## src/design/sliding_window_min_max_with_index_unit_assert.svh

```systemverilog
// sliding_window_min_max_with_index_unit_assert.svh: assertion macros for the envelope unit.
// Expects clk and rst_n in the scope of use; the macros expand to nothing under SYNTHESIS.
`ifndef SLIDING_WINDOW_MIN_MAX_WITH_INDEX_UNIT_ASSERT_SVH
`define SLIDING_WINDOW_MIN_MAX_WITH_INDEX_UNIT_ASSERT_SVH
`ifndef SYNTHESIS
// same-cycle implication
`define SWMM_ASSERT_IMPLY(label, cond, expr, msg) \
    label: assert property (@(posedge clk) disable iff (!rst_n) (cond) |-> (expr)) \
        else $error(msg);
// next-cycle implication
`define SWMM_ASSERT_NEXT(label, cond, expr, msg) \
    label: assert property (@(posedge clk) disable iff (!rst_n) (cond) |=> (expr)) \
        else $error(msg);
`else
`define SWMM_ASSERT_IMPLY(label, cond, expr, msg)
`define SWMM_ASSERT_NEXT(label, cond, expr, msg)
`endif
`endif

```

## src/design/swmm_pkg.sv

```systemverilog
`timescale 1ns / 1ps
// swmm_pkg.sv: types and fixed constants of the sliding-window min/max unit.
// No dependencies; every module of the unit but swmm_ram refers to it by scoped names.
package swmm_pkg;

    localparam int VALUE_BITS  = 32;
    localparam int POS_BITS    = 16;
    localparam int RADIUS_BITS = 6;
    localparam int PEND_BITS   = 7;
    localparam int LIMIT_BITS  = 7;
    localparam int MAX_RADIUS  = 63;

    localparam logic [RADIUS_BITS-1:0] RADIUS_RESET = 6'd1;

    typedef struct packed {
        logic signed [VALUE_BITS-1:0] sample;
        logic                         last_sample;
    } sample_beat_t;

    typedef struct packed {
        logic signed [VALUE_BITS-1:0] lower_value;
        logic [POS_BITS-1:0]          lower_position;
        logic signed [VALUE_BITS-1:0] upper_value;
        logic [POS_BITS-1:0]          upper_position;
        logic                         final_result;
    } result_beat_t;

    // one classified sample, front to back
    typedef struct packed {
        logic signed [VALUE_BITS-1:0] value;
        logic [POS_BITS-1:0]          pos;
        logic                         last;
        logic [RADIUS_BITS-1:0]       radius;
        logic [PEND_BITS-1:0]         pend;
        logic [RADIUS_BITS-1:0]       keep;
    } job_t;

    typedef struct packed {
        logic                         push;
        logic                         front;
        logic                         clear;
        logic signed [VALUE_BITS-1:0] value;
        logic [POS_BITS-1:0]          pos;
        logic [LIMIT_BITS-1:0]        limit;
    } dq_cmd_t;

    typedef struct packed {
        logic                         busy;
        logic signed [VALUE_BITS-1:0] value;
        logic [POS_BITS-1:0]          pos;
    } dq_stat_t;

    typedef enum logic [1:0] {
        DQ_IDLE,
        DQ_PUSH,
        DQ_FRONT
    } dq_state_t;

    typedef enum logic [1:0] {
        BK_IDLE,
        BK_PUSH,
        BK_FRONT
    } back_state_t;

endpackage

```

## src/design/swmm_queue.sv

```systemverilog
`timescale 1ns / 1ps
// swmm_queue.sv: two-entry queue of classified samples between front and back.
// Uses swmm_pkg for the entry type.
module swmm_queue (
    input  logic           clk,
    input  logic           rst_n,
    input  logic           push,
    input  swmm_pkg::job_t push_data,
    output logic           full,
    input  logic           pop,
    output logic           head_valid,
    output swmm_pkg::job_t head
);

    localparam int DEPTH     = 2;
    localparam int PTR_BITS  = $clog2(DEPTH);
    localparam int FILL_BITS = $clog2(DEPTH + 1);

    swmm_pkg::job_t       slot_reg [DEPTH];
    logic [PTR_BITS-1:0]  wr_ptr_reg, rd_ptr_reg;
    logic [FILL_BITS-1:0] fill_reg, fill_next;

    assign full       = (fill_reg == FILL_BITS'(DEPTH));
    assign head_valid = (fill_reg != '0);
    assign head       = slot_reg[rd_ptr_reg];

    always_comb
    begin
        fill_next = fill_reg;
        if (push && !pop)
        begin
            fill_next = fill_reg + FILL_BITS'(1);
        end
        else if (pop && !push)
        begin
            fill_next = fill_reg - FILL_BITS'(1);
        end
    end

    always_ff @(posedge clk)
    begin
        if (push)
        begin
            slot_reg[wr_ptr_reg] <= push_data;
        end
    end

    always_ff @(posedge clk or negedge rst_n)
    begin
        if (!rst_n)
        begin
            wr_ptr_reg <= '0;
            rd_ptr_reg <= '0;
            fill_reg   <= '0;
        end
        else
        begin
            if (push)
            begin
                wr_ptr_reg <= wr_ptr_reg + PTR_BITS'(1);
            end
            if (pop)
            begin
                rd_ptr_reg <= rd_ptr_reg + PTR_BITS'(1);
            end
            fill_reg <= fill_next;
        end
    end

endmodule

```

## config.mk

```make
export PLATFORM = sky130hd
export DESIGN_NAME = swmm_queue
export DESIGN_NICKNAME = d
export VERILOG_FILES = /design/src/design/sliding_window_min_max_with_index_unit_assert.svh /design/src/design/swmm_pkg.sv /design/src/design/swmm_queue.sv
export SDC_FILE = /design/constraint.sdc
export NUM_CORES = 1
export LEC_CHECK = 0
export BUFFER_PORTS_ARGS = -buffer_cell sky130_fd_sc_hd__buf_2
export CAP_MARGIN = 40
export CORE_ASPECT_RATIO = 1.2
export CORE_MARGIN = 10
export CORE_UTILIZATION = 47
export CTS_CLUSTER_SIZE = 40
export DETAILED_ROUTE_END_ITERATION = 8
export HOLD_SLACK_MARGIN = 0.02
export PLACE_DENSITY_LB_ADDON = 0.08
export RECOVER_POWER = 100
export REMOVE_ABC_BUFFERS = 1
export SYNTH_ARGS = -nofsm -noshare
export SYNTH_HDL_FRONTEND = slang
export SYNTH_SLANG_ARGS = --single-unit
```

## constraint.sdc

```tcl
create_clock -name clk -period 3.85 [get_ports clk]
set_input_delay 0.385 -clock clk [delete_from_list [all_inputs] [get_ports clk]]
set_output_delay 0.385 -clock clk [all_outputs]
set_load 0.05 [all_outputs]
```

After elaboration in Yosys (flattened, before gate mapping)
Memories as Yosys holds them, arrays and structs flattened.
Cells that the tools add are included.
Storage, ports and cells
  register bits: 4
  bits in latches: 0
  RAM bits: 136
  bits in read-only memories: 0
  input port bits: 72
  output and inout port bits: 70
  logic and storage cells: 19
  memories kept: 1
Memories
  slot_reg: words 2, bits a word 68, read ports 1, clocked after Yosys merged registers in 0, write ports 1, RTL line swmm_queue.sv:19  | swmm_pkg::job_t slot_reg [DEPTH];
Operators by class
  add/sub/neg operators: 4
  $mul: 0
  divide/modulo/power cells: 0
  $lt $le $gt $ge: 0
  equality and inequality tests: 1
  shift-type cells: 0
  multiplexer cells: 4
  bitwise gates (word level): 0
  reductions and logical operators: 6
Operator list (number)
  2-to-1 mux 2 bit: 2
  nonzero test 2 bit: 2
  adder 1 bit, second input constant: 2
  adder 2 x 1 -> 2 bit, second input constant: 1
  == test 2 bit, second input constant: 1
  logical AND 1 bit: 2
  logical NOT 1 bit: 2
  2-to-1 mux 1 bit: 2
  subtractor 2 x 1 -> 2 bit, second input constant: 1

Longest topological paths before layout
  word-level depth: 4
  mapped depth: 5
  mapped depth without buffers: 5

Worst setup path before layout
OpenSTA, ideal clock, no wires.
  kind: register to register
  start point: register wr_ptr_reg
  end point: memory slot_reg[0][0] in the netlist's numbering (enable)
  library setup time: 0.503 ns
  arrival time: 3.423 ns
  required time: 3.347 ns
  path slack: -0.076 ns
  stages on the path, launching flop included: 2
  buffers on the path: 0
  period minus slack after synthesis: 3.926 ns
  path through: dfrtp_1 nor2b_1
RTL lines
  start: declaration: RTL line swmm_queue.sv:20  | logic [PTR_BITS-1:0] wr_ptr_reg, rd_ptr_reg;
  start signal: assignment: RTL line swmm_queue.sv:60  | wr_ptr_reg <= wr_ptr_reg + PTR_BITS'(1);
  end: declaration: RTL line swmm_queue.sv:19
No word-level cell before the write port.

Worst setup path after layout
  start point: register wr_ptr_reg
  end point: memory slot_reg[1][65] in the netlist's numbering (enable)
No word-level cell before the write port.

==> results.cfg <==
[outcome]
outcome = complete, but fails checks
violations = max-capacitance violations, max-slew violations

[floorplan]
die_area_sq_um = 15530
die_y_um = 134.5
ios = 142
std_cell_rows = 41
initial_utilization = 0.4839
die_x_um = 115.5
coreArea_sq_um = 10620

[synth]
synth.top_cells.by_area = edfxtp_1, mux2_2, mux2_4
muxShareOfSynthArea = 0.1563
synthSimpleGateAreaFrac = 0.005600
synth_cell_types = 15
synth_top_area_cell = edfxtp_1
synth_compound_area_frac = 0
synth_top_family_by_area = multiplexers
synth_top_area_frac = 0.7947
synthCells = 228
yosys.area_share.adder = 0.002435
ys_ff_latch = 140
avgSynthCellArea_sq_um = 22.54
synth_area_sq_um = 5139
synthXorXnorAreaFrac = 0.008522
yosysSeqAreaShare = 0.8142
ys_warn_count = 0

[flow_run]
drv_cap = 1

[setup_path]
worstPathRequired_ns = 3.93
startpoint = wr_ptr_reg
cp.arrival_ns = 2.84
critPathCaptureType = register
worstPathMaxFanout = 36
regToRegSetupSlack_ns = 1.09
reg2reg_from = wr_ptr_reg
crit_type = register to register
start_kind = register

[finish]
largest_reg_flops = 136
stdcell_area_sq_um = 6381
layout_common_cells = edfxtp_1, clkbuf_1, mux2_2
drive_gt1_frac = 0.3476
layout.nets = 457
layout-area-overhead-vs-synth_pct = 24.18
layout_commonest_cell = edfxtp_1
n_fill_cell = 853
diodes = 0

[detailed_routing]
postRouteAntennaNets = 0
avgRoutedWirePerCell_um = 19.13
vias = 2551
drt-total-wl_mm = 10.06
drc = 0
first_pass_iters = 4
via_per_inst = 4.850
drt_iter0_markers = 139

[timing]
period_share = 0.7170
grt_setup_unrepaired = no
setup-violations-final = 0
hold_viol_final = 0
worst_clock_skew_ns = 0.006124
fmax_ghz = 0.3622
fin_ws_ns = 1.089
fin_setup_tns_ns = 0
max_slew_margin = -0.5644
worstMarginPinSlew_ns = 2.345
period_needed_ns = 2.761
drv_slew = 33

[power_and_ir_drop]
pwr-share-seq = 0.375
p_int_uw = 3401
swShare = 0.4040
cellPowerDensity_nw_per_um2 = 894.1
report.power.total_uw = 5705
p_clk_frac = 0.239
p_leak_uw = 0.002232
peakVddDrop_v = 0.0004784
p_sw_uw = 2305
combPwrFrac = 0.386

[placement]
pre_cts_slack_ns = 1.820
io_buffer_count = 141
place_area_sq_um = 6012
hpwl_mm = 6.897
routabilityCongestion = 0.6633

[clock_network]
clkLatencyLatePin_ns = 0.40
clock-sinks = 140
tritoncts = done
post_cts_resized = 0
cts_setup_buffers = 0
cts_max_level = 4
clock_tree.buffer_depth = 2
cts_made_buffers = 17
ctsHoldBuffers = 1
cts_root_buf = clkbuf_16
clk_pin_slew_worst_paths_ns = 0.05

[global_routing]
grt_pass1_vias = 2806
grt_pass1_wl_mm = 15.21
grt_max_degree = 59
grt.total_usage = 0.1306
antenna_found_initial = 0
grt_overflow = 0

[min_path]
worstHoldPathType = input pin to register
hold_start = push_data[50]
## cell usage after synthesis
| cell | n |
|---|---|
| and2_1 | 1 |
| buf_2 | 5 |
| buf_6 | 2 |
| buf_8 | 1 |
| dfrtp_1 | 4 |
| edfxtp_1 | 136 |
| ha_1 | 1 |
| inv_1 | 1 |
| mux2_2 | 58 |
| mux2_4 | 10 |
| nor2_1 | 1 |
| nor2b_1 | 2 |
| or2_2 | 1 |
| xnor2_1 | 1 |
| xor2_1 | 4 |
## area by class of cell
type	count	area, sq um	share of cell area
multi-input combinational	79	888.4	0.1392
inverter	1	3.754	0.0005882
sequential	140	4184	0.6557
timing repair buffer	145	645.6	0.1012
clock inverter	8	46.29	0.007255
tap	129	161.4	0.02529
clock buffer	24	451.7	0.07078
## power by group through the flow
stage / Clock (uW) / Sequential (uW) / Combinational [uW]
2_1_floorplan: 0 / 2230 / 1730
3_3_place_gp: 0 / 2280 / 2170
3_5_place_dp: 0 / 2170 / 2330
4_1_cts: 1400 / 2140 / 2340
5_1_grt: 1470 / 2170 / 2330
6_report: 1360 / 2140 / 2200
## worst max-delay path, cell delays in order, from the launching register on
cell	delay [ns]
dfrtp_1	0.38
and2_0	1.73
buf_12	0.31
## metrics by stage
step / util / hold WS [ns] / instances
2_1_floorplan: - / 0.08941 / 220
3_3_place_gp: 0.5617 / 0.1969 / 491
3_5_place_dp: 0.5662 / 0.2011 / 493
4_1_cts: 0.6140 / 0.1530 / 526
5_1_grt: 0.6009 / 0.1511 / 526
6_report: 0.6009 / 0.1694 / 526
## per-layer routing
| layer | routed length (um) | track usage |
|---|---|---|
| met1 | 4136 | 0.1495 |
| met2 | 5113 | 0.2133 |
| met3 | 735 | 0.05807 |
| met4 | 78 | 0.04231 |
| met5 | 0 | 0 |
## cell families after synthesis
| kind of cell | Yosys count |
|---|---|
| simple gates | 5 |
| flops | 140 |
| mux | 68 |
| xor+xnor | 5 |
| fa+ha+maj | 1 |
| buf+inv | 9 |
## path summary, 6_finish.rpt
path                                   end  cells past startpoint
max                        slot_reg[1][65]                      2
min                        slot_reg[1][50]                      1
max reg2reg                slot_reg[1][65]                      2
min reg2reg                    fill_reg[1]                      1
max in group asynchronous       rd_ptr_reg                      2
min in group asynchronous      fill_reg[0]                      2
Note: power is estimated with default switching activity, not from simulation.
