`src/design/sliding_window_min_max_with_index_unit_assert.svh`:
```
// sliding_window_min_max_with_index_unit_assert.svh: assertion macros for the envelope unit.
// Expects clk and rst_n in the scope of use; the macros expand to nothing under SYNTHESIS.
`ifndef SLIDING_WINDOW_MIN_MAX_WITH_INDEX_UNIT_ASSERT_SVH
`define SLIDING_WINDOW_MIN_MAX_WITH_INDEX_UNIT_ASSERT_SVH
`ifndef SYNTHESIS
// same-cycle implication
`define SWMM_ASSERT_IMPLY(label, cond, expr, msg) \
    label: assert property (@(posedge clk) disable iff (!rst_n) (cond) |-> (expr)) \
        else $error(msg);
// next-cycle implication
`define SWMM_ASSERT_NEXT(label, cond, expr, msg) \
    label: assert property (@(posedge clk) disable iff (!rst_n) (cond) |=> (expr)) \
        else $error(msg);
`else
`define SWMM_ASSERT_IMPLY(label, cond, expr, msg)
`define SWMM_ASSERT_NEXT(label, cond, expr, msg)
`endif
`endif

```
`src/design/swmm_pkg.sv`:
```
`timescale 1ns / 1ps
// swmm_pkg.sv: types and fixed constants of the sliding-window min/max unit.
// No dependencies; every module of the unit but swmm_ram refers to it by scoped names.
package swmm_pkg;

    localparam int VALUE_BITS  = 32;
    localparam int POS_BITS    = 16;
    localparam int RADIUS_BITS = 6;
    localparam int PEND_BITS   = 7;
    localparam int LIMIT_BITS  = 7;
    localparam int MAX_RADIUS  = 63;

    localparam logic [RADIUS_BITS-1:0] RADIUS_RESET = 6'd1;

    typedef struct packed {
        logic signed [VALUE_BITS-1:0] sample;
        logic                         last_sample;
    } sample_beat_t;

    typedef struct packed {
        logic signed [VALUE_BITS-1:0] lower_value;
        logic [POS_BITS-1:0]          lower_position;
        logic signed [VALUE_BITS-1:0] upper_value;
        logic [POS_BITS-1:0]          upper_position;
        logic                         final_result;
    } result_beat_t;

    // one classified sample, front to back
    typedef struct packed {
        logic signed [VALUE_BITS-1:0] value;
        logic [POS_BITS-1:0]          pos;
        logic                         last;
        logic [RADIUS_BITS-1:0]       radius;
        logic [PEND_BITS-1:0]         pend;
        logic [RADIUS_BITS-1:0]       keep;
    } job_t;

    typedef struct packed {
        logic                         push;
        logic                         front;
        logic                         clear;
        logic signed [VALUE_BITS-1:0] value;
        logic [POS_BITS-1:0]          pos;
        logic [LIMIT_BITS-1:0]        limit;
    } dq_cmd_t;

    typedef struct packed {
        logic                         busy;
        logic signed [VALUE_BITS-1:0] value;
        logic [POS_BITS-1:0]          pos;
    } dq_stat_t;

    typedef enum logic [1:0] {
        DQ_IDLE,
        DQ_PUSH,
        DQ_FRONT
    } dq_state_t;

    typedef enum logic [1:0] {
        BK_IDLE,
        BK_PUSH,
        BK_FRONT
    } back_state_t;

endpackage

```
`src/design/swmm_front.sv`:
```
`timescale 1ns / 1ps
// swmm_front.sv: input side; holds the radius register, numbers samples and
// works out how many envelope points each sample releases. Uses swmm_pkg.
module swmm_front #(
    parameter int DEQUE_DEPTH = 128
) (
    input  logic                                   clk,
    input  logic                                   rst_n,
    input  logic                                   radius_wr_en,
    input  logic [swmm_pkg::RADIUS_BITS-1:0]       radius_wr_data,
    input  logic                                   sample_valid,
    output logic                                   sample_ready,
    input  swmm_pkg::sample_beat_t                 sample_beat,
    input  logic                                   job_full,
    output logic                                   job_push,
    output swmm_pkg::job_t                         job
);

    localparam int RB = swmm_pkg::RADIUS_BITS;
    localparam int PB = swmm_pkg::PEND_BITS;
    localparam int QB = swmm_pkg::POS_BITS;
    localparam int DEPTH_CAP  = (DEQUE_DEPTH - 2) / 2;
    localparam int RADIUS_CAP = (swmm_pkg::MAX_RADIUS < DEPTH_CAP) ?
                                swmm_pkg::MAX_RADIUS : DEPTH_CAP;
    localparam logic [RB-1:0] CAP = RB'(RADIUS_CAP);

    logic [RB-1:0] radius_reg;
    logic [RB-1:0] pending_reg, pending_next;
    logic [QB-1:0] count_reg, count_next;
    logic [RB-1:0] r_eff;
    logic [PB-1:0] pend_new;
    logic          accept;

    assign sample_ready = !job_full;
    assign accept       = sample_valid && sample_ready;
    assign job_push     = accept;

    assign r_eff    = (radius_reg > CAP) ? CAP : radius_reg;
    assign pend_new = PB'(pending_reg) + PB'(1);

    always_comb
    begin
        job.value  = sample_beat.sample;
        job.pos    = count_reg;
        job.last   = sample_beat.last_sample;
        job.radius = r_eff;
        job.pend   = pend_new;
        job.keep   = sample_beat.last_sample ? '0 : r_eff;
    end

    always_comb
    begin
        pending_next = pending_reg;
        count_next   = count_reg;
        if (accept)
        begin
            if (sample_beat.last_sample)
            begin
                pending_next = '0;
                count_next   = '0;
            end
            else
            begin
                // outputs run down to r still waiting
                pending_next = (pend_new > PB'(r_eff)) ? r_eff : RB'(pend_new);
                count_next   = count_reg + QB'(1);
            end
        end
    end

    always_ff @(posedge clk or negedge rst_n)
    begin
        if (!rst_n)
        begin
            radius_reg  <= swmm_pkg::RADIUS_RESET;
            pending_reg <= '0;
            count_reg   <= '0;
        end
        else
        begin
            if (radius_wr_en)
            begin
                radius_reg <= radius_wr_data;
            end
            pending_reg <= pending_next;
            count_reg   <= count_next;
        end
    end

endmodule

```
`config.mk`:
```
export PLATFORM = sky130hd
export DESIGN_NAME = swmm_front
export DESIGN_NICKNAME = d
export VERILOG_FILES = /design/src/design/sliding_window_min_max_with_index_unit_assert.svh /design/src/design/swmm_pkg.sv /design/src/design/swmm_front.sv
export SDC_FILE = /design/constraint.sdc
export NUM_CORES = 1
export LEC_CHECK = 0
export ABC_AREA = 1
export BUFFER_PORTS_ARGS = -buffer_cell sky130_fd_sc_hd__buf_2
export CELL_PAD_IN_SITES_DETAIL_PLACEMENT = 0
export CELL_PAD_IN_SITES_GLOBAL_PLACEMENT = 1
export CORE_ASPECT_RATIO = 1.5
export CORE_MARGIN = 3
export CORE_UTILIZATION = 32
export DETAILED_ROUTE_END_ITERATION = 10
export GPL_ROUTABILITY_DRIVEN = 0
export PLACE_DENSITY = 0.95
export RECOVER_POWER = 50
export SLEW_MARGIN = 20
export SYNTH_ARGS = -nofsm -noshare
export SYNTH_HDL_FRONTEND = slang
export SYNTH_SLANG_ARGS = --single-unit
```
`constraint.sdc`:
```
create_clock -name clk -period 3.9 [get_ports clk]
set_clock_uncertainty 0.15 [all_clocks]
set_input_delay 0.195 -clock clk [delete_from_list [all_inputs] [get_ports clk]]
set_output_delay 0.195 -clock clk [all_outputs]
set_load 0.02 [all_outputs]
```
* After elaboration in Yosys (flattened, before gate mapping) *
Cells that the tools add are included.

operators by class
  add/subtract/negate cells = 2
  multiply operators = 0
  div/mod/pow operators = 0
  $lt $le $gt $ge = 2
  equal/unequal tests = 0
  shifts and indexed selects = 0
  mux-type cells = 5
  bitwise logic cells = 0
  reduce and logical (&&, ||, !) cells = 2

operators with widths
  cell                   count
  $mux 6                 4
  $add 16x1->16 const B  1
  $mux 16                1
  $add 6x1->7 const B    1
  $gt 7x6->1             1
  $gt 6x6->1 const B     1
  $logic_and 1x1->1      1
  $logic_not 1->1        1

word-level totals
  flip-flop bits (word level) = 28
  latch bits = 0
  memory bits (writable) = 0
  ROM bits = 0
  memories = 0

* Longest topological paths before layout *
  word-level depth = 5
  depth in mapped cells = 14
  gate-level depth less buffers = 14

* Worst setup path after synthesis *
Ideal clock, no wire load.

  kind = flip-flop to flip-flop
  start point = reg pending_reg[2]
  end point = reg pending_reg[3]
  arrival time = 2.026 ns
  data required time = 3.632 ns
  setup slack = 1.607 ns
  cell stages (with the launch flop) = 14
  clock period less this slack = 2.293 ns
  cell sequence = dfrtp_1 > nand3_1 > nand3b_1 > xor2_1 > inv_1 > ha_1 > a21boi_1 > nand2_2 > nor2_4 > nand3_2 > nand2_2 > nand2_1 > nand3_1 > nand2_1

RTL lines
  what                    RTL line          source
  start, declared         swmm_front.sv:28  logic [RB-1:0] pending_reg, pending_next;
  start signal, assigned  swmm_front.sv:85  pending_reg <= pending_next;

* Final worst setup path *
  start point = reg pending_reg[0]
  end point = reg pending_reg[2]

on the way
  cells in the longest elaborated chain, start to end = 4

ends and longest elaborated chain
  what             RTL line          source
  $add 6x1->7 (*)  swmm_front.sv:39  assign pend_new = PB'(pending_reg) + PB'(1);
  $gt 7x6->1       swmm_front.sv:65  pending_next = (pend_new > PB'(r_eff)) ? r_eff : RB'(pend_new);
  $mux 6 (*)       swmm_front.sv:65
  $mux 6 (*)       swmm_front.sv:57  if (sample_beat.last_sample)

Every way passes the cells marked *; elsewhere a longest branch is shown, timed or not.
A chain may end at the register's enable or synchronous reset.

==> impl_metrics.csv <==
group,metric,value,unit
run_status,status,"complete, but fails checks",
run_status,violations,"capacitance limit, slew limit",
floorplan,fp.coreArea,0.005871,sq mm
grt,grt_max_degree,29,
routing,routed_wl,4354,microns
timing,finalCritPeriodShare,63.93,%
power_and_ir_drop,finalPower,1.086,mW
worst_setup_path,slowest_delay,0.48,ns
final_layout,mostFrequentLayoutCells,"nand2_1 (52), buf_2 (45), inv_1 (35), dfrtp_1 (27), nand3_1 (19)",
worst_setup_path,setup.worst_path.start_class,"flip-flop",
final_layout,final_common_cell,"nand2_1",
floorplan,dieHeight,101.7,microns
grt,grt_pass1_wl,7652,microns
routing,drt_iter0_drc,52,
synth,syn_nets,306,
cts,clock_insertion_delay_worst_skew,0.28,ns
cts,cts_buffers,3,
grt,grt_usage,12.99,%
timing,period_minus_slack,2.493,ns
routing,top_layer,"met4",
routing,viasPerCell,4.715,
timing,setup_viol,0,
worst_hold_path,worstHoldPathType,"input pin to flip-flop",
synth,yosysSeqAreaShare,35.96,%
run,drv_cap,1,
routing,vias,1636,
timing,slew_violations,29,
place,dp_hpwl,3362,microns
final_layout,largest_reg_flops,16,
place,io_buffers,49,
timing,final-hold-violation-count,0,
synth,ys.warnings.count,0,
worst_setup_path,setup.worst_path.end_class,"flip-flop",
synth,ys_seq_elements,28,
cts,clock_path_buffers,2,
cts,h-tree-depth,1,
cts,cts_tree,"yes",
routing,drt_pass1_iterations,4,
worst_setup_path,cp.required,3.93,ns
routing,wl_per_cell,12.55,microns
worst_setup_path,crit_arrival,2.52,ns
routing,ant_nets,0,
synth,synth_area_per_cell,7.625,sq um
synth,synth_cell_types,34,
timing,worst_pin_slew,1.606,ns
worst_setup_path,cp_max_fo,7,
final_layout,antenna-diode-count,0,
routing,drc,0,
routing,wl_met2,2436,microns
timing,clock.fmax,401.1,MHz
final_layout,area_delta_synth_final,9.936,%
worst_setup_path,criticalPathCategory,"flip-flop to flip-flop",
worst_setup_path,reg2reg_from,"pending_reg[0]",
floorplan,die_area,0.007092,sq mm
power_and_ir_drop,vdd_drop_max,245.0,uV
cts,path_clk_slew,0.10,ns
cts,clockRootBuffer,"clkbuf_8",
cts,clock_sinks,28,
synth,syn-cell-area,0.001952,sq mm
final_layout,drive_gt1_share,24.73,%
timing,tns,0,ns
worst_hold_path,min_from,"radius_wr_en",
routing,wl_met3,250,microns
synth,netlist_instances,256,
power_and_ir_drop,p_leak,1.186,nW
floorplan,die_x,69.77,microns
timing,rsz0062_at_grt,"false",
final_layout,num-fill-cells,614,
grt,grt_pass1_vias,1725,
floorplan,pin_count,114,
final_layout,nets,326,
floorplan,rows,34,
grt,overflow,0,
floorplan,floorplan.initialDensity,33.25,%
grt,antenna_found_initial,0,
worst_setup_path,startpoint,"pending_reg[0]",
routing,wl_met1,1565,microns
worst_setup_path,slowest_stage,"dfrtp_1",
power_and_ir_drop,p_per_area,506.0,mW/mm^2
timing,relSlewSlack,-7.094,%
worst_setup_path,crit_chain,"nand3_1, nand3b_1, xor2_1, inv_1, ha_1, a21boi_1, nand2_2, nor2_4, nand3_2, nand2_2, nand2_1, nand3_1, nand2_1",
-- through the flow --
| stage | worst slack [ns] | utilization, % | std cells | hold WS (ns) | cell area, sq um |
|---|---|---|---|---|---|
| final | 1.407 | 36.55 | 347 | 0.06878 | 2146 |
| after global routing | 1.119 | 36.55 | 347 | 0.1015 | 2146 |
| after CTS | 1.418 | 36.64 | 347 | 0.05880 | 2151 |
| after detailed placement | 1.448 | 34.23 | 336 | 0.1202 | 2009 |
| after global placement | 1.501 | 34.23 | 336 | 0.1069 | 2009 |
| after floorplan | 1.607 | - | 256 | -0.2506 | 1952 |
-- worst max-delay path, delay by kind of cell, from the launching register on --
kind | cells | cell delay, ns
AOI/OAI and AO/OA | 1 | 0.18
DFF | 1 | 0.48
xor gates and xnor gates | 1 | 0.22
adders and majority gates | 1 | 0.27
buffers and inverters | 1 | 0.08
and+or+nand+nor | 9 | 1.01
-- kinds of logic (layout without fill, tap and decap cells) --
logic type	after synthesis	count (layout)	synth area share, %
and+or+nand+nor	115	115	29.87
buffers and inverters	80	99	21.86
DFF	28	28	35.96
AOI/OAI and AO/OA	25	25	7.564
adders and majority gates	6	6	3.846
xor gates and xnor gates	2	2	0.8976
-- synth_stat cells --
master / instances / area (sq um)
dfstp_2: 1 / 26.28
nand2_2: 4 / 25.02
ha_1: 6 / 75.07
nand2_1: 52 / 195.2
inv_4: 1 / 6.260
o21ai_0: 9 / 45.04
a21oi_1: 7 / 35.03
nor3b_1: 2 / 15.01
nor2_1: 15 / 56.30
nand2_4: 1 / 11.26
inv_1: 35 / 131.4
xor2_1: 2 / 17.52
nor3_1: 4 / 20.02
nor3_4: 2 / 32.53
buf_4: 33 / 247.7
a221oi_1: 1 / 8.760
inv_2: 2 / 7.510
o21a_1: 2 / 15.01
clkinv_1: 1 / 3.750
and3_1: 2 / 12.51
nand3_2: 3 / 30.03
nand3_1: 19 / 95.09
nor4_1: 1 / 6.260
nor2_4: 4 / 45.04
nor2_2: 2 / 12.51
a211oi_1: 1 / 7.510
or2_1: 1 / 6.260
nand3b_1: 1 / 7.510
a21boi_1: 2 / 15.01
nand4_1: 2 / 12.51
a22o_1: 1 / 8.760
a31oi_1: 2 / 12.51
clkbuf_1: 8 / 30.03
dfrtp_1: 27 / 675.7
-- final cells by class --
| type | count | area [sq um] | area share (%) |
|---|---|---|---|
| clock buffer | 3 | 41.29 | 1.924 |
| clock inverter | 1 | 30.03 | 1.399 |
| inverter | 39 | 148.9 | 6.939 |
| multi-input combinational | 148 | 823.3 | 38.37 |
| sequential | 28 | 701.9 | 32.71 |
| tap | 72 | 90.09 | 4.198 |
| timing repair buffer | 56 | 310.3 | 14.46 |
-- repair_timing --
action,4_1_cts,5_1_grt
hold buffers,7,0
gates resized for setup,0,0
buffers inserted,0,0
hold endpoints to repair,33,0
-- power breakdown --
| group | internal (mW) | total, mW | leakage [nW] | switching (mW) |
|---|---|---|---|---|
| combinational | 0.163 | 0.461 | 0.780 | 0.298 |
| clock | 0.138 | 0.237 | 0.0357 | 0.0990 |
| sequential | 0.332 | 0.388 | 0.370 | 0.0563 |
-- worst paths after layout --
path / end / slack [ns] / cells past startpoint
max: pending_reg[2] / 1.41 / 13
min: radius_reg[0] / 0.07 / 3
max reg2reg: pending_reg[2] / 1.41 / 13
min reg2reg: count_reg[12] / 0.39 / 2
max in group asynchronous: radius_reg[5] / 1.98 / 2
min in group asynchronous: count_reg[15] / 0.70 / 2
-- metal layers --
layer  up-vias  global-route usage [%]
li1        810                       -
met1       760                   12.88
met4         0                   5.900
met3        15                   2.284
met5         -                       0
met2        51                   25.86
No activity file was read; power rests on OpenSTA's default activity.
