==> src/design/sliding_window_min_max_with_index_unit_assert.svh <==
// sliding_window_min_max_with_index_unit_assert.svh: assertion macros for the envelope unit.
// Expects clk and rst_n in the scope of use; the macros expand to nothing under SYNTHESIS.
`ifndef SLIDING_WINDOW_MIN_MAX_WITH_INDEX_UNIT_ASSERT_SVH
`define SLIDING_WINDOW_MIN_MAX_WITH_INDEX_UNIT_ASSERT_SVH
`ifndef SYNTHESIS
// same-cycle implication
`define SWMM_ASSERT_IMPLY(label, cond, expr, msg) \
    label: assert property (@(posedge clk) disable iff (!rst_n) (cond) |-> (expr)) \
        else $error(msg);
// next-cycle implication
`define SWMM_ASSERT_NEXT(label, cond, expr, msg) \
    label: assert property (@(posedge clk) disable iff (!rst_n) (cond) |=> (expr)) \
        else $error(msg);
`else
`define SWMM_ASSERT_IMPLY(label, cond, expr, msg)
`define SWMM_ASSERT_NEXT(label, cond, expr, msg)
`endif
`endif

==> src/design/swmm_pkg.sv <==
`timescale 1ns / 1ps
// swmm_pkg.sv: types and fixed constants of the sliding-window min/max unit.
// No dependencies; every module of the unit but swmm_ram refers to it by scoped names.
package swmm_pkg;

    localparam int VALUE_BITS  = 32;
    localparam int POS_BITS    = 16;
    localparam int RADIUS_BITS = 6;
    localparam int PEND_BITS   = 7;
    localparam int LIMIT_BITS  = 7;
    localparam int MAX_RADIUS  = 63;

    localparam logic [RADIUS_BITS-1:0] RADIUS_RESET = 6'd1;

    typedef struct packed {
        logic signed [VALUE_BITS-1:0] sample;
        logic                         last_sample;
    } sample_beat_t;

    typedef struct packed {
        logic signed [VALUE_BITS-1:0] lower_value;
        logic [POS_BITS-1:0]          lower_position;
        logic signed [VALUE_BITS-1:0] upper_value;
        logic [POS_BITS-1:0]          upper_position;
        logic                         final_result;
    } result_beat_t;

    // one classified sample, front to back
    typedef struct packed {
        logic signed [VALUE_BITS-1:0] value;
        logic [POS_BITS-1:0]          pos;
        logic                         last;
        logic [RADIUS_BITS-1:0]       radius;
        logic [PEND_BITS-1:0]         pend;
        logic [RADIUS_BITS-1:0]       keep;
    } job_t;

    typedef struct packed {
        logic                         push;
        logic                         front;
        logic                         clear;
        logic signed [VALUE_BITS-1:0] value;
        logic [POS_BITS-1:0]          pos;
        logic [LIMIT_BITS-1:0]        limit;
    } dq_cmd_t;

    typedef struct packed {
        logic                         busy;
        logic signed [VALUE_BITS-1:0] value;
        logic [POS_BITS-1:0]          pos;
    } dq_stat_t;

    typedef enum logic [1:0] {
        DQ_IDLE,
        DQ_PUSH,
        DQ_FRONT
    } dq_state_t;

    typedef enum logic [1:0] {
        BK_IDLE,
        BK_PUSH,
        BK_FRONT
    } back_state_t;

endpackage

==> src/design/swmm_back.sv <==
`timescale 1ns / 1ps
// swmm_back.sv: sequencer driving both deques and the result output register.
// Uses swmm_pkg; talks to two swmm_deque instances through command/status structs.
module swmm_back (
    input  logic                   clk,
    input  logic                   rst_n,
    input  logic                   job_valid,
    input  swmm_pkg::job_t         job,
    output logic                   job_pop,
    output swmm_pkg::dq_cmd_t      min_cmd,
    output swmm_pkg::dq_cmd_t      max_cmd,
    input  swmm_pkg::dq_stat_t     min_stat,
    input  swmm_pkg::dq_stat_t     max_stat,
    output logic                   result_valid,
    input  logic                   result_ready,
    output swmm_pkg::result_beat_t result_beat
);

    localparam int PB = swmm_pkg::PEND_BITS;
    localparam int LB = swmm_pkg::LIMIT_BITS;
    localparam int QB = swmm_pkg::POS_BITS;

    swmm_pkg::back_state_t  state_reg, state_next;
    swmm_pkg::job_t         cur_reg;
    logic [PB-1:0]          pend_reg, pend_next;
    logic                   out_valid_reg, out_valid_next;
    swmm_pkg::result_beat_t out_beat_reg;

    logic          both_idle, slot_free, more_after_push, more_after_emit, final_point;
    logic [PB-1:0] pend_dec;
    logic [LB-1:0] limit_first, limit_again, limit_sel;
    logic          issue_push, issue_front, issue_clear, out_load;
    logic [QB-1:0] cmd_pos;

    assign both_idle       = !min_stat.busy && !max_stat.busy;
    assign slot_free       = !out_valid_reg || result_ready;
    assign pend_dec        = pend_reg - PB'(1);
    assign more_after_push = (pend_reg > PB'(cur_reg.keep));
    assign more_after_emit = (pend_dec > PB'(cur_reg.keep));
    assign final_point     = cur_reg.last && (pend_dec == '0);
    // distance from the newest sample back to the left edge of the window
    assign limit_first     = LB'(pend_reg) - LB'(1) + LB'(cur_reg.radius);
    assign limit_again     = LB'(pend_reg) - LB'(2) + LB'(cur_reg.radius);
    assign cmd_pos         = (state_reg == swmm_pkg::BK_IDLE) ? job.pos : cur_reg.pos;

    always_comb
    begin
        state_next = state_reg;
        unique case (state_reg)
            swmm_pkg::BK_IDLE:
            begin
                if (job_valid)
                begin
                    state_next = swmm_pkg::BK_PUSH;
                end
            end
            swmm_pkg::BK_PUSH:
            begin
                if (both_idle)
                begin
                    state_next = more_after_push ? swmm_pkg::BK_FRONT : swmm_pkg::BK_IDLE;
                end
            end
            swmm_pkg::BK_FRONT:
            begin
                if (both_idle && slot_free)
                begin
                    state_next = more_after_emit ? swmm_pkg::BK_FRONT : swmm_pkg::BK_IDLE;
                end
            end
            default:
            begin
                state_next = swmm_pkg::BK_IDLE;
            end
        endcase
    end

    always_comb
    begin
        job_pop     = 1'b0;
        issue_push  = 1'b0;
        issue_front = 1'b0;
        issue_clear = 1'b0;
        out_load    = 1'b0;
        limit_sel   = limit_first;
        pend_next   = pend_reg;
        unique case (state_reg)
            swmm_pkg::BK_IDLE:
            begin
                if (job_valid)
                begin
                    job_pop    = 1'b1;
                    issue_push = 1'b1;
                    pend_next  = job.pend;
                end
            end
            swmm_pkg::BK_PUSH:
            begin
                if (both_idle)
                begin
                    if (more_after_push)
                    begin
                        issue_front = 1'b1;
                    end
                    else
                    begin
                        issue_clear = cur_reg.last;
                    end
                end
            end
            swmm_pkg::BK_FRONT:
            begin
                if (both_idle && slot_free)
                begin
                    out_load  = 1'b1;
                    pend_next = pend_dec;
                    limit_sel = limit_again;
                    if (more_after_emit)
                    begin
                        issue_front = 1'b1;
                    end
                    else
                    begin
                        issue_clear = cur_reg.last;
                    end
                end
            end
            default:
            begin
                pend_next = pend_reg;
            end
        endcase
    end

    always_comb
    begin
        min_cmd.push  = issue_push;
        min_cmd.front = issue_front;
        min_cmd.clear = issue_clear;
        min_cmd.value = job.value;
        min_cmd.pos   = cmd_pos;
        min_cmd.limit = limit_sel;
        // max deque runs as a min deque over inverted values
        max_cmd.push  = issue_push;
        max_cmd.front = issue_front;
        max_cmd.clear = issue_clear;
        max_cmd.value = ~job.value;
        max_cmd.pos   = cmd_pos;
        max_cmd.limit = limit_sel;
    end

    always_comb
    begin
        out_valid_next = out_valid_reg;
        if (out_load)
        begin
            out_valid_next = 1'b1;
        end
        else if (result_ready)
        begin
            out_valid_next = 1'b0;
        end
    end

    assign result_valid = out_valid_reg;
    assign result_beat  = out_beat_reg;

    always_ff @(posedge clk)
    begin
        if (job_pop)
        begin
            cur_reg <= job;
        end
        if (out_load)
        begin
            out_beat_reg.lower_value    <= min_stat.value;
            out_beat_reg.lower_position <= min_stat.pos;
            out_beat_reg.upper_value    <= ~max_stat.value;
            out_beat_reg.upper_position <= max_stat.pos;
            out_beat_reg.final_result   <= final_point;
        end
    end

    always_ff @(posedge clk or negedge rst_n)
    begin
        if (!rst_n)
        begin
            state_reg     <= swmm_pkg::BK_IDLE;
            pend_reg      <= '0;
            out_valid_reg <= 1'b0;
        end
        else
        begin
            state_reg     <= state_next;
            pend_reg      <= pend_next;
            out_valid_reg <= out_valid_next;
        end
    end

endmodule

==> config.mk <==
export PLATFORM = sky130hd
export DESIGN_NAME = swmm_back
export DESIGN_NICKNAME = d
export VERILOG_FILES = /design/src/design/sliding_window_min_max_with_index_unit_assert.svh /design/src/design/swmm_pkg.sv /design/src/design/swmm_back.sv
export SDC_FILE = /design/constraint.sdc
export NUM_CORES = 1
export LEC_CHECK = 0
export BUFFER_PORTS_ARGS = -buffer_cell sky130_fd_sc_hd__buf_2
export CORE_AREA = 3 3 148 150
export CTS_CLUSTER_DIAMETER = 150
export DETAILED_ROUTE_END_ITERATION = 10
export DIE_AREA = 0 0 151 153
export SLEW_MARGIN = 20
export SYNTH_ARGS = -nofsm -noshare
export SYNTH_HDL_FRONTEND = slang
export SYNTH_SLANG_ARGS = --single-unit
==> constraint.sdc <==
create_clock -name clk -period 4.77 [get_ports clk]
set_input_delay 0.2385 -clock clk [delete_from_list [all_inputs] [get_ports clk]]
set_output_delay 0.2385 -clock clk [all_outputs]
set_load 0.03 [all_outputs]
Word-level counts from Yosys, hierarchy flattened
Index checks and enable logic that the tools add are counted.
Word-level totals
  bits in registers: 136
  input port bits: 170
  output and inout port bits: 215
  word-level logic and storage cells: 66
Cells by class
  add/subtract/negate cells: 4
  order comparisons: 2
  equality and inequality tests: 5
  multiplexer cells: 28
  bitwise gates (word level): 2
  reduce and logical (&&, ||, !) cells: 13
Operators with widths (count)
  NOT 32 bit: 2
  two-way mux 7 bit: 4
  two-way mux 16 bit: 1
  adder 7 x 6 -> 7 bit: 2
  greater-than comparator 7 x 6 -> 1 bit: 2
  two-way mux 1 bit: 14
  case mux 7 bit (2 select lines): 1
  two-way mux 2 bit: 5
  logical NOT 7 bit: 1
  subtractor 7 x 1 -> 7 bit (second input constant): 1
  subtractor 7 x 2 -> 7 bit (second input constant): 1
  != test 2 bit (second input constant): 3
  case mux 2 bit (3 select lines): 1
  AND reduction 3 bit: 2
  case mux 1 bit (2 select lines): 2
  nonzero test 2 bit: 2
  logical AND 1 bit: 3
  logical NOT 1 bit: 3
  == test 2 x 1 -> 1 bit (second input constant): 1
  == test 2 bit (second input constant): 1
  logical NOT 2 bit: 1
  logical OR 1 bit: 1

Longest topological paths before layout
Gate-level depths: netlist of run 1.
  depth in word-level cells: 6
  mapped depth: 12
  gate-level depth less buffers: 11

Worst setup path after synthesis of run 1
No wires, ideal clock.
  kind: register to output
  from: register state_reg[0]
  to: output port min_cmd[4] in the netlist's numbering
  arrival time: 4477 ps
  required time: 4532 ps
  slack: 55 ps
  stages on the path, launching flop included: 8
  buffers on the path: 1
  cell sequence: dfrtp_1 -> inv_1 -> ha_1 -> nor3b_1 -> nand2_1 -> clkinv_1 -> o22ai_1 -> buf_4
RTL lines
  start: declaration: RTL line swmm_back.sv:23  | swmm_pkg::back_state_t state_reg, state_next;
  start signal: assignment: RTL line swmm_back.sv:188  | state_reg <= swmm_pkg::BK_IDLE;
  start signal: assignment: RTL line swmm_back.sv:194  | state_reg <= state_next;
  end: declaration: RTL line swmm_back.sv:10  | output swmm_pkg::dq_cmd_t min_cmd,

==> impl_metrics.toml, run 1 <==
[critical_path]
crit_chain = "nor3_1, and3_1, xnor2_1, ha_1, a21oi_1, or2b_1, o21ai_0, nand3_1, a21oi_1, buf_2"
required_ps = 4530
slowest_stage = "dfrtp_1"
crit_buf_inv = 1
cp.arrival_ps = 3400
timing.rr.start = "state_reg[0]"
endpoint_kind = "primary output"
slowest_delay_ps = 440
crit_family = "simple AND/OR/NAND/NOR gates"
crit_type = "reg -> out"
crit_path_start_kind = "flip-flop"
crit_start = "pend_reg[0]"
path_max_fanout = 6
critPathMostFrequentCell = "a21oi_1"

[floorplanning]
die_area_um2 = 23100
initial_utilization_pct = 30.5
core_um2 = 20800
die_y_um = 153
ios = 385
die_width_um = 151
fp-row-count = 53

[logic_synthesis]
synthCells = 483
synthFlopType = "edfxtp_1"
synth_edf_count = 126
synth-seq-cells = 136
async_flop_share_pct = 7.35
synth_cell_type_count = 45
syn-cell-area_um2 = 6340
synth_area_per_cell_um2 = 13.1
yosysWarnings = 0
synth_fp_nets = 690
seq_area_frac_synth_pct = 63.6

[timing]
final_max_slew_viol_count = 0
setup_ws_ps = 1140
setup-violations-final = 0
fin_setup_tns_ps = 0
fin_crit_ps = 3630
skew_ps = 9.52
rsz0062_at_grt = "false"
finalHoldViolations = 0
fmax_mhz = 275
whs_ps = 23.0
slew-limit-headroom_pct = 51.6
min_period_over_period_pct = 76.2
tightestPinTransition_ps = 726

[cells_and_area]
mostFrequentLayoutCells = "384 x buf_2, 126 x edfxtp_1, 100 x inv_1"
antenna_cells = 0
final_common_cell = "buf_2"
register_area_um2 = 4030
fillers = 1934
largest_register_ffs = 97
multi_input_area_um2 = 1450
nets = 1124
postLayoutCellArea_um2 = 9650
drive_above_1_share_pct = 47.4
areaGrowthSynthToFinish_pct = 52.2

[power]
p_per_area_nw_per_um2 = 579
p_leak_nw = 4.62
power_mw = 5.59
irDropWorstVdd_mv = 0.288

[cts]
cts.sinks = 136
path_clk_slew_ps = 70
cts_buffers = 17
cts_setup_buffers = 0
clk-insertion-delay-late_ps = 420
cts_tree = "done"
htreeDepth = 4
ctsRootBufferMaster = "clkbuf_16"
clockBufferDepth = 2

[worst_hold_path]
worstHoldStart = "min_stat[28]"
hold_class = "in -> reg"

[detailed_routing]
wl_um = 19300
wl_per_cell_um = 16.0
vias = 4993
drt_iter0_drc = 229
firstDrtPassIters = 4
detail-route-antenna-nets = 0
drc = 0
via_per_inst = 4.14

[grt]
grt_pass1_vias = 5035
grtUsageTotal_pct = 16.1
grt_first_pass_wirelength_um = 28300
globalRouteOverflowTotal = 0
grt_max_degree = 54
antenna_found_initial = 0

[flow_run]
maxCapViolCount = 0

[place]
port_buffers = 384
dpl_cell_area_um2 = 8170
pre_cts_ws_ps = 1570
gp_congestion = 0.783
dp_hpwl_um = 14500

[outcome]
outcome = "complete, no violations"
==> path summary, 6_finish.rpt <==
| kind | to | slack (ps) | cells past startpoint |
|---|---|---|---|
| setup reg to reg | result_beat[92] | 1640 | 6 |
| hold / removal | result_beat[77] | 20 | 1 |
| min in group asynchronous | pend_reg[0] | 220 | 2 |
| hold reg to reg | pend_reg[5] | 530 | 2 |
| setup / recovery | max_cmd[55] | 1140 | 10 |
| max in group asynchronous | state_reg[1] | 4330 | 2 |
==> cells by family (layout without fill, tap and decap cells) <==
kind of cell / count (synthesis) / after routing / share of synthesized area [%]
and+or+nand+nor: 56 / 56 / 4.79
muxes: 19 / 19 / 3.31
AOI/OAI and AO/OA: 56 / 56 / 5.58
buffers and inverters: 167 / 614 / 13.5
DFF: 136 / 136 / 63.6
xor gates and xnor gates: 12 / 12 / 1.66
adders and majority gates: 37 / 37 / 7.53
==> Yosys cell counts (2+ instances only) <==
cell type / count / share of area (%)
buf_2: 2 / 0.16
buf_4: 61 / 7.2
nand2b_1: 3 / 0.30
nand3_1: 4 / 0.32
nor2b_1: 2 / 0.20
edfxtp_1: 126 / 60
a211oi_1: 4 / 0.47
nand3b_1: 2 / 0.24
xnor2_1: 9 / 1.2
o21bai_1: 4 / 0.47
nor3b_1: 4 / 0.47
nor2_1: 9 / 0.53
a211o_1: 2 / 0.28
or3_1: 2 / 0.20
nand2_1: 18 / 1.1
o21ai_0: 17 / 1.3
dfrtp_1: 10 / 3.9
o21a_1: 2 / 0.24
nor4_1: 2 / 0.20
inv_1: 100 / 5.9
clkbuf_1: 2 / 0.12
xor2_1: 3 / 0.41
or2b_1: 2 / 0.24
mux2_2: 16 / 2.8
a21oi_1: 15 / 1.2
a21o_1: 5 / 0.59
mux2i_1: 3 / 0.47
ha_1: 35 / 6.9
o211ai_1: 2 / 0.24
fa_1: 2 / 0.63
==> metrics by stage <==
stage	std cells	util (%)
global placement	1081	39.2
global route	1205	46.4
CTS	1204	46.3
detailed placement	1081	39.2
finish	1205	46.4
floorplan	483	-
==> layer usage <==
layer  share of wire, %  GRT usage [%]  vias up  wire, um
met3                7.6           4.68       18      1470
met2                 49           27.3      210      9440
met4                1.6           4.06        0       299
met5                  0              0        -         0
li1                   -              -     2451         -
met1                 42           20.1     2314      8070
==> report_power, final <==
part	internal, mW	switching, mW	total [mW]	leakage [nW]
Combinational	0.949	1.85	2.80	3.09
Clock	0.686	0.565	1.25	0.265
Sequential	1.46	0.0790	1.54	1.27
==> final cells by class <==
cell class / instances / area share (%)
repair buffers: 481 / 29.8
well taps: 275 / 3.56
inverters: 101 / 3.95
clock inverters: 15 / 1.43
flip-flops and latches: 136 / 41.8
clock buffers: 17 / 4.41
multi-input cells: 180 / 15.0
==> timing repair <==
| item | 4_1_cts | 5_1_grt |
|---|---|---|
| resized for setup | 0 | 0 |
| setup endpoints to repair | 0 | 0 |
| hold buffers | 91 | 1 |
| endpoints found under the hold margin | 100 | 1 |
Note: power is estimated with default switching activity, not from simulation.
==> run 2, diff against run 1 <==
==> constraint.sdc (replaced) <==
create_clock -name clk -period 3.2 [get_ports clk]
set_input_delay 0.16 -clock clk [delete_from_list [all_inputs] [get_ports clk]]
set_output_delay 0.16 -clock clk [all_outputs]
set_load 0.03 [all_outputs]
==> run 2 against run 1 <==
  * Critical path type unchanged
  * First-iteration DRC count fell by 17%
  * Worst hold slack gained 14 ps
  * Routed wire length rose by 2.2%
  * Clock power is 58% higher
  * Largest power group unchanged
  * Largest cell class unchanged
  * Clock skew increased by 5.2 ps
  * Via count is 4.1% higher
  * Sequential power is 51% higher
  * Utilization up 3.4 points
  * Critical endpoint is now max_cmd[56]
==> impl_metrics.toml, run 2 (synthesized netlist as in run 1, its figures left out) <==
[critical_path]
required_ps = 3040
crit_start = "pend_reg[1]"
crit_end = "max_cmd[56]"
r2r_cells = 12
path_max_fanout = 4
timing.rr.start = "pend_reg[1]"
crit_path_start_kind = "flip-flop"
crit_type = "reg -> out"
endpoint_kind = "primary output"
cp.arrival_ps = 2890
r2r-end = "state_reg[1]"
r2r_slack_ps = 520

[detailed_routing]
detail-route-antenna-nets = 0
firstDrtPassIters = 4
vias = 5198
via_per_inst = 4.15
drc = 0
drt_iter0_drc = 190
wl_um = 19700
wl_per_cell_um = 15.7

[timing]
setup_ws_ps = 153
rsz0062_at_grt = "true"
final_max_slew_viol_count = 0
fin_crit_ps = 3050
min_period_over_period_pct = 95.2
fmax_mhz = 328
skew_ps = 14.7
tightestPinTransition_ps = 762
setup-violations-final = 0
fin_setup_tns_ps = 0
slew-limit-headroom_pct = 49.0
finalHoldViolations = 0

[cells_and_area]
areaGrowthSynthToFinish_pct = 63.2
fillers = 1836
antenna_cells = 0
largest_register_ffs = 97
post-route-util_pct = 49.7
layout.cells.non_filler = 1252
drive_above_1_share_pct = 49.6
mostFrequentLayoutCells = "376 x buf_2, 126 x edfxtp_1, 126 x dlygate4sd3_1"
final_common_cell = "buf_2"
nets = 1171

[cts]
clockBufferDepth = 2
path_clk_slew_ps = 60
cts.sinks = 136
cts_buffers = 17
htreeDepth = 4
cts_tree = "done"
ctsRootBufferMaster = "clkbuf_16"
clk-insertion-delay-late_ps = 420

[grt]
grt_max_degree = 67
grt_pass1_vias = 5242
antenna_found_initial = 0
globalRouteOverflowTotal = 0
grtUsageTotal_pct = 16.2
grt_first_pass_wirelength_um = 28700

[worst_hold_path]
hold_class = "in -> reg"

[floorplanning]
ios = 385
die_width_um = 151
core_um2 = 20800
initial_utilization_pct = 30.5
die_area_um2 = 23100
die_y_um = 153
fp-row-count = 53

[power]
p_leak_nw = 4.87
p_per_area_nw_per_um2 = 872
irDropWorstVdd_mv = 0.495

[outcome]
outcome = "complete, no violations"

[place]
dp_hpwl_um = 14300
pre_cts_ws_ps = 304
gp_congestion = 0.772
port_buffers = 384
post-place-cells = 1084

[flow_run]
maxCapViolCount = 0
-- run 2: changes by cell type in the layout (fill, tap and decap cells not counted), moves of 3 or more --
cell	previous run	this run
ha_1	35	27
buf_4	5	21
buf_2	384	376
dfrtp_1	10	6
dlygate4sd3_1	92	126
dfrtp_2	0	4
inv_1	100	95
ha_4	0	6
buf_6	0	3
inv_2	0	3
-- run 2: stage by stage --
stage                     hold slack (ps)  cell area [um2]  total power [mW]
after global placement               52.3             8220              6.49
after CTS                            21.1            10100              8.74
after global routing                 53.6            10400              9.61
after detailed placement             56.6             8220              6.51
final                                36.5            10400              9.03
after floorplan                      -136             6350              5.61
-- run 2: area by class of cell --
cell class,count,area [um2],area share [%]
tap,275,344,3.32
multi-input combinational,180,1610,15.6
inverter,101,389,3.76
clock buffer,17,425,4.11
timing repair buffer,528,3370,32.6
clock inverter,15,170,1.64
sequential,136,4040,39.0
-- run 2: layer usage --
layer / vias up / track usage, % / share of wire, %
met2: 214 / 27.8 / 50
met3: 23 / 4.77 / 7.3
met5: - / 0 / 0
met4: 0 / 4.79 / 1.9
met1: 2420 / 19.7 / 41
li1: 2541 / - / -
-- run 2: how the worst min path moves through the flow --
stage	from	end	slack, ps	cells after the start
after global routing	job_valid	state_reg[0]	50	3
after detailed placement	rst_n	result_valid	60	1
after global placement	rst_n	result_valid	50	1
after floorplan	rst_n	pend_reg[0]	-140	0
after CTS	job_valid	state_reg[0]	20	3
final	job_valid	state_reg[0]	40	3
-- run 2: worst max-delay path: stages (launching register included) --
cell	delay, ps
dfrtp_2	460
nor3_4	230
and3_4	220
xnor2_2	150
ha_1	310
buf_4	140
nand2_1	70
mux2i_1	190
o21ai_1	90
buf_4	150
a21oi_1	140
o21a_1	150
buf_4	160
-- run 2: repair_timing --
item | CTS | global route
endpoints found under the hold margin | 135 | 0
gates cloned | 0 | 0
hold buffers | 126 | 0
pin swaps | 1 | 12
resized for setup | 12 | 43
setup endpoints to repair | 6 | 8
setup buffers | 0 | 10
-- run 2: power breakdown --
part	internal [mW]	switching (mW)	leakage [nW]	total, mW
Combinational	1.81	2.93	3.31	4.74
Sequential	2.18	0.140	1.27	2.32
Clock	1.12	0.856	0.288	1.97
==> run 3, diff against run 2 <==
--- a/config.mk
+++ b/config.mk
@@ -5,11 +5,11 @@
 export SDC_FILE = /design/constraint.sdc
 export NUM_CORES = 1
 export LEC_CHECK = 0
-export BUFFER_PORTS_ARGS = -buffer_cell sky130_fd_sc_hd__buf_2
-export CORE_AREA = 3 3 148 150
+export CORE_AREA = 3 3 151 153
 export CTS_CLUSTER_DIAMETER = 150
 export DETAILED_ROUTE_END_ITERATION = 10
-export DIE_AREA = 0 0 151 153
+export DIE_AREA = 0 0 154 156
+export DONT_BUFFER_PORTS = 1
 export SLEW_MARGIN = 20
 export SYNTH_ARGS = -nofsm -noshare
 export SYNTH_HDL_FRONTEND = slang
==> run 3 against run 2 <==
  * First-iteration DRC count is 2.6% lower
  * Sequential share of layout area is 8.7 points higher
  * Sequential power is 5% higher
  * Combinational power is 12% lower
  * Worst hold slack better by 29 ps
==> impl_metrics.toml, run 3 (synthesized netlist as in run 1, its figures left out) <==
[detailed_routing]
via_per_inst = 4.51
wl_um = 18500
drc = 0
firstDrtPassIters = 4
drt_iter0_drc = 185
vias = 3981
wl_per_cell_um = 21.0
detail-route-antenna-nets = 0

[cells_and_area]
layout.cells.non_filler = 883
mostFrequentLayoutCells = "132 x dlygate4sd3_1, 126 x edfxtp_1, 96 x inv_1"
final_common_cell = "dlygate4sd3_1"
nets = 795
postLayoutCellArea_um2 = 8460
largest_register_ffs = 97
post-route-util_pct = 39.0
areaGrowthSynthToFinish_pct = 33.4
drive_above_1_share_pct = 16.0

[floorplanning]
ios = 385
die_width_um = 154
die_area_um2 = 24000
fp-row-count = 54
initial_utilization_pct = 29.2
die_y_um = 156
core_um2 = 21700

[grt]
grtUsageTotal_pct = 14.5
grt_pass1_vias = 4235
grt_first_pass_wirelength_um = 26000
grt_max_degree = 69
globalRouteOverflowTotal = 0
antenna_found_initial = 3

[power]
p_per_area_nw_per_um2 = 1020
clkPwrFrac_pct = 23.1
p_leak_nw = 3.41
irDropWorstVdd_mv = 0.438
power_frac_seq_pct = 28.3
power.switching_mw = 3.77
swShare_pct = 43.7
pwr-share-comb_pct = 48.5
p_int_mw = 4.85

[critical_path]
slowest_stage = "dfrtp_1"
crit_chain = "buf_4, nor3_4, and3_1, xnor2_2, ha_1, a21oi_2, or2b_1, o21ai_2, nand3_1, a21oi_2, buf_6"
critPathMostFrequentCell = "a21oi_2"
required_ps = 3040
crit_type = "reg -> out"
endpoint_kind = "primary output"
slowest_delay_ps = 400
cp.arrival_ps = 2900
crit_path_start_kind = "flip-flop"
path_max_fanout = 3

[cts]
ctsRootBufferMaster = "clkbuf_16"
cts_tree = "done"
cts_buffers = 17
clockBufferDepth = 2
clk-insertion-delay-late_ps = 420
path_clk_slew_ps = 70
cts.sinks = 136
htreeDepth = 4

[timing]
fin_crit_ps = 3060
setup_ws_ps = 140
min_period_over_period_pct = 95.6
slew-limit-headroom_pct = 55.2
skew_ps = 7.73
tightestPinTransition_ps = 668
finalHoldViolations = 0
setup-violations-final = 0
final_max_slew_viol_count = 0
fmax_mhz = 327
fin_setup_tns_ps = 0
rsz0062_at_grt = "false"

[place]
pre_cts_ws_ps = 250
post-place-cells = 712
port_buffers = 0
dpl_cell_area_um2 = 6410
dp_hpwl_um = 13800
gp_congestion = 0.848

[worst_hold_path]
hold_class = "in -> reg"

[outcome]
outcome = "complete, no violations"

[flow_run]
maxCapViolCount = 0
==> run 3: final timing paths <==
kind | start | end | slack [ps] | depth (start not counted)
worst max-delay path | pend_reg[0] | max_cmd[55] | 140 | 11
worst min-delay path | result_ready | result_valid | 70 | 2
worst max register to register | pend_reg[0] | state_reg[1] | 700 | 10
worst min register to register | pend_reg[5] | pend_reg[5] | 550 | 2
max in group asynchronous | rst_n | pend_reg[3] | 2640 | 1
min in group asynchronous | rst_n | pend_reg[5] | 170 | 1
==> run 3: timing repair <==
action,4_1_cts,5_1_grt
hold endpoints to repair,141,0
resized for setup,4,20
pin swaps,0,6
hold buffers,132,0
buffers inserted,2,3
gates cloned,0,0
setup endpoints to repair,6,8
==> run 3: per-layer routing <==
metal / global-route usage [%] / vias to the layer above / part of all wire, %
met5: 0 / - / 0.16
met4: 4.96 / 4 / 1.6
li1: - / 1792 / -
met2: 22.0 / 230 / 46
met3: 6.13 / 24 / 10
met1: 18.8 / 1931 / 42
==> run 3: critical path: cells and delay by family, from the launching register on <==
| kind | cells | cell delay [ps] |
|---|---|---|
| AOI/OAI and AO/OA | 3 | 540 |
| buffers and inverters | 2 | 350 |
| DFF | 1 | 400 |
| adders and majority gates | 1 | 330 |
| and+or+nand+nor | 4 | 790 |
| xor gates and xnor gates | 1 | 80 |
==> run 3: area by class of cell <==
type / count / area (um2)
clock inverter: 15 / 174
fill: 1989 / 13200
multi-input combinational: 180 / 1550
sequential: 136 / 4040
antenna: 2 / 5.00
clock buffer: 17 / 425
timing repair buffer: 152 / 1530
tap: 280 / 350
inverter: 101 / 393
==> run 3: power groups by stage <==
stage          clock network, mW  logic [mW]  registers (mW)
6_report                    2.00        4.19            2.44
5_1_grt                     2.15        4.54            2.46
4_1_cts                     2.06        4.08            2.43
3_5_place_dp                   0        3.89            2.48
3_3_place_gp                   0        3.86            2.47
2_1_floorplan                  0        3.19            2.42
==> run 3: stage by stage <==
stage | total power [mW] | hold WS (ps)
global route | 9.16 | 69.9
CTS | 8.57 | 45.7
finish | 8.63 | 65.4
floorplan | 5.61 | -136
detailed placement | 6.36 | -135
global placement | 6.33 | -135
